File: src/rtl/core/wkct_pkg.sv
// shared types and codes for the weighted keyed choice table
`timescale 1ns / 1ps
package wkct_pkg;

  localparam logic [1:0] REQ_INSERT = 2'd0;
  localparam logic [1:0] REQ_LOOKUP = 2'd1;
  localparam logic [1:0] REQ_CLEAR  = 2'd2;

  localparam logic [1:0] ST_OK        = 2'd0;
  localparam logic [1:0] ST_DISABLED  = 2'd1;
  localparam logic [1:0] ST_NOT_FOUND = 2'd2;
  localparam logic [1:0] ST_FULL      = 2'd3;

  localparam int DRAW_W = 32;

  typedef struct packed {
    logic [1:0]        req_type;
    logic [63:0]       position_key;
    logic [15:0]       move_code;
    logic [15:0]       weight;
    logic [DRAW_W-1:0] draw;
  } req_t;

  typedef struct packed {
    logic [1:0]  status;
    logic        found;
    logic [15:0] chosen_move;
  } rsp_t;

  typedef struct packed {
    logic [63:0] key;
    logic [15:0] move;
    logic [15:0] weight;
  } entry_t;

endpackage

File: src/rtl/core/wkct_mod.sv
// iterative restoring remainder unit, one dividend bit per cycle
`timescale 1ns / 1ps
module wkct_mod
  import wkct_pkg::*;
#(
  parameter int DW = 25
) (
  input  logic              clk,
  input  logic              rst,
  input  logic              start,
  input  logic [DRAW_W-1:0] dividend,
  input  logic [DW-1:0]     divisor,
  output logic              done,
  output logic [DW-1:0]     rem
);

  localparam int SW = $clog2(DRAW_W);

  logic              busy;
  logic [SW-1:0]     steps;
  logic [DRAW_W-1:0] quo;
  logic [DW:0]       trial;
  logic [DW-1:0]     rem_next;

  always_comb begin
    trial = {rem, quo[DRAW_W-1]};
    if (trial >= {1'b0, divisor}) begin
      rem_next = DW'(trial - {1'b0, divisor});
    end else begin
      rem_next = trial[DW-1:0];
    end
  end

  always_ff @(posedge clk) begin
    if (rst) begin
      busy <= 1'b0;
      done <= 1'b0;
    end else begin
      done <= 1'b0;
      if (start) begin
        busy  <= 1'b1;
        rem   <= '0;
        quo   <= dividend;
        steps <= '0;
      end else if (busy) begin
        rem   <= rem_next;
        quo   <= {quo[DRAW_W-2:0], 1'b0};
        steps <= steps + 1'b1;
        if (steps == SW'(DRAW_W - 1)) begin
          busy <= 1'b0;
          done <= 1'b1;
        end
      end
    end
  end

endmodule

File: config.mk
export PLATFORM = sky130hd
export DESIGN_NAME = wkct_mod
export DESIGN_NICKNAME = d
export VERILOG_FILES = /design/src/rtl/core/wkct_pkg.sv /design/src/rtl/core/wkct_mod.sv
export SDC_FILE = /design/constraint.sdc
export NUM_CORES = 1
export LEC_CHECK = 0
export BUFFER_PORTS_ARGS = -buffer_cell sky130_fd_sc_hd__buf_2
export CORE_MARGIN = 2
export CORE_UTILIZATION = 42
export DETAILED_ROUTE_END_ITERATION = 6
export PLACE_DENSITY_LB_ADDON = 0.25
export SLEW_MARGIN = 20
export SYNTH_ARGS = -nofsm -noshare
export SYNTH_HDL_FRONTEND = slang
export SYNTH_SLANG_ARGS = --single-unit
export TNS_END_PERCENT = 10
File: constraint.sdc
create_clock -name clk -period 8.7 [get_ports clk]
set_clock_uncertainty 0.15 [all_clocks]
set_input_delay 0.87 -clock clk [delete_from_list [all_inputs] [get_ports clk]]
set_output_delay 0.87 -clock clk [all_outputs]
set_load 0.02 [all_outputs]
==> impl_metrics.yaml <==
sta:
  slew_viol_final: 0
  worst_hold_slack_ps: 325.0
  hold_violations: 0
  slew_headroom_pct: 33.71
  clock.fmax_mhz: 248.7
  finalSetupTns_ps: 0
  rsz0062_at_grt: "false"
  fin_crit_ps: 4021
  fin_crit_sh_pct: 46.21
  setup_viol: 0
  worstMarginPinSlew_ps: 991.3
route:
  drc: 0
  firstDrtPassIters: 5
  route.detailed.wl_per_inst_microns: 16.77
  drt_wl_total_microns: 10980
  avgViaCountPerCell: 5.669
  antenna_left: 0
  vias: 3713
  drt_iter0_drc: 184
clocking:
  clk_latency_ps: 350
  postCtsHoldBufs: 0
  post_cts.repair.setup_buffers: 0
  clk_pin_slew_ps: 80
  tritoncts: "yes"
  cts-root-buf: "clkbuf_8"
  cts-resized-gates: 0
  htreeDepth: 3
  cts-buffers-inserted: 9
  cts_sinks: 64
  clock_path_buffers: 2
die:
  core_sq_um: 10280
  dieWidth_microns: 106.7
  start_util_pct: 43.11
  io_pins: 86
  die_h_microns: 106.7
  fp-row-count: 37
  dieArea_sq_um: 11390
worst_setup_path:
  crit_path_end_kind: "flop"
  path_class: "primary input to flop"
  cp_slowest_stage_delay_ps: 830
  crit-reg2reg-launch: "rem[8]"
  worstPathRequired_ps: 8660
  critPathLaunchType: "primary input"
  crit_path_start: "divisor[0]"
  worstPathArrival_ps: 3980
  slowest_stage: "a31oi_2"
  path_max_fanout: 21
  crit_chain: "buf_2 -> ha_1 -> inv_1 -> fa_1 -> a21oi_1 -> o22ai_2 -> o21ai_2 -> or4_4 -> a31oi_2 -> nor2_1 -> a31o_1"
logic_synthesis:
  dominantRegCellSynth: "edfxtp_1"
  synth_warnings: 0
  async_reset_ff_share_pct: 0
  synth_area_sq_um: 4430
  synth_edf_count: 62
  synth_seq_cells: 64
  synth_cells: 439
  syn_nets: 527
  synth_cell_type_count: 61
  seq_area_frac_synth_pct: 42.93
  avgSynthCellArea_sq_um: 10.09
power:
  powerDensity_nw_per_um2: 193.0
  seqPwrFrac_pct: 38.3
  irDropWorstVdd_v: 0.0001389
  p_leak_uw: 0.002164
  clockPowerShare_pct: 33.1
  p_total_uw: 1006
  p_sw_share_pct: 31.67
  combPwrFrac_pct: 28.6
  switchingPower_uw: 318.6
  internal-power_uw: 687.4
flow_run:
  maxCapViolCount: 0
finish:
  final_cell_mix: "85 x buf_2, 62 x edfxtp_1, 44 x a21oi_1"
  area_growth_syn_to_layout_pct: 17.65
  final_cells: 655
  nets: 602
  final_common_cell: "buf_2"
  antenna_cells: 0
  n_fill_cell: 1008
  layout-drive-gt1-share_pct: 28.32
global_routing:
  track_usage_pct: 19.79
  grt_pass1_vias: 3769
  grt_overflow_total: 0
  antenna_found_initial: 0
  grt_max_degree: 65
  grt_pass1_wl_microns: 18000
hold_path:
  hp-class: "flop to flop"
  min_from: "busy"
place:
  io_buffers: 85
  dpl.cell_count: 639
  place_congestion: 0.9375
  dp_hpwl_microns: 7761
run_status:
  outcome: "complete, no violations"
critical path, delay by kind of cell:
family | cells | cell delay, ps
AO/OA/AOI/OAI | 5 | 1640
AND/OR/NAND/NOR | 2 | 880
adder cells (fa/ha/maj) | 2 | 410
buffers and inverters | 2 | 180
per-stage QoR:
step	worst slack (ps)	area (sq um)	utilization (%)
2_1_floorplan	3888	4431	-
3_3_place_gp	4507	4960	48.26
3_5_place_dp	4394	4960	48.26
4_1_cts	4777	5213	50.72
5_1_grt	4529	5213	50.72
6_report	4679	5213	50.72
registers in the layout (all words and copies together) (netlist names):
signal	count
rem	25
quo	32
busy	1
steps	5
done	1
Yosys cell counts, drive strengths merged, types with 3 or more instances:
cell type	instances	share of area, %
a31oi	3	0.42
buf	9	1.2
nand3	26	3.0
nand2	22	1.9
xnor2	10	2.0
a22o	3	0.59
a211oi	4	0.68
and3	4	0.56
clkbuf	15	1.3
edfxtp	62	42
inv	33	2.8
nor2b	9	1.3
mux2	31	7.9
nand4	7	0.99
o211ai	7	1.2
nor2	21	1.8
xor2	9	1.8
ha	27	7.6
o21ai	30	3.5
o21a	3	0.51
nor3	9	1.0
a21oi	45	5.2
a21o	8	1.4
layout make-up:
class	instances	area, sq um	share of cell area (%)
multi-input combinational	318	2316	44.43
sequential	64	1902	36.49
timing repair buffer	88	447.9	8.593
tap	136	170.2	3.265
clock buffer	10	137.6	2.640
inverter	33	123.9	2.376
clock inverter	6	115.1	2.208
worst paths after layout:
| kind | to | cells past startpoint | slack [ps] |
|---|---|---|---|
| max reg2reg | rem[9] | 8 | 4920 |
| max | rem[9] | 11 | 4680 |
| min | done | 1 | 330 |
| min reg2reg | done | 1 | 330 |
layer usage:
metal / share of wire, % / up-vias / wire length, microns / track usage [%]
li1: - / 1786 / - / -
met1: 43 / 1768 / 4719 / 25.01
met2: 48 / 143 / 5261 / 32.76
met3: 7.6 / 16 / 835 / 5.957
met4: 1.5 / 0 / 167 / 5.844
met5: 0 / - / 0 / 0
power groups by stage:
| stage | Clock, uW | Sequential [uW] | Combinational (uW) |
|---|---|---|---|
| after floorplan | 0 | 405 | 195 |
| after global placement | 0 | 392 | 279 |
| after detailed placement | 0 | 393 | 284 |
| after CTS | 337 | 386 | 285 |
| after global routing | 348 | 389 | 316 |
| final | 333 | 386 | 287 |
kinds of logic after synthesis:
group / Yosys count / synth area share [%]
adder cells (fa/ha/maj): 28 / 8.077
AO/OA/AOI/OAI: 126 / 18.81
flip-flops: 64 / 42.93
buffers and inverters: 57 / 5.281
AND/OR/NAND/NOR: 113 / 13.05
multiplexers: 32 / 8.105
XOR/XNOR: 19 / 3.756
Power figures use the tool's default switching activity.
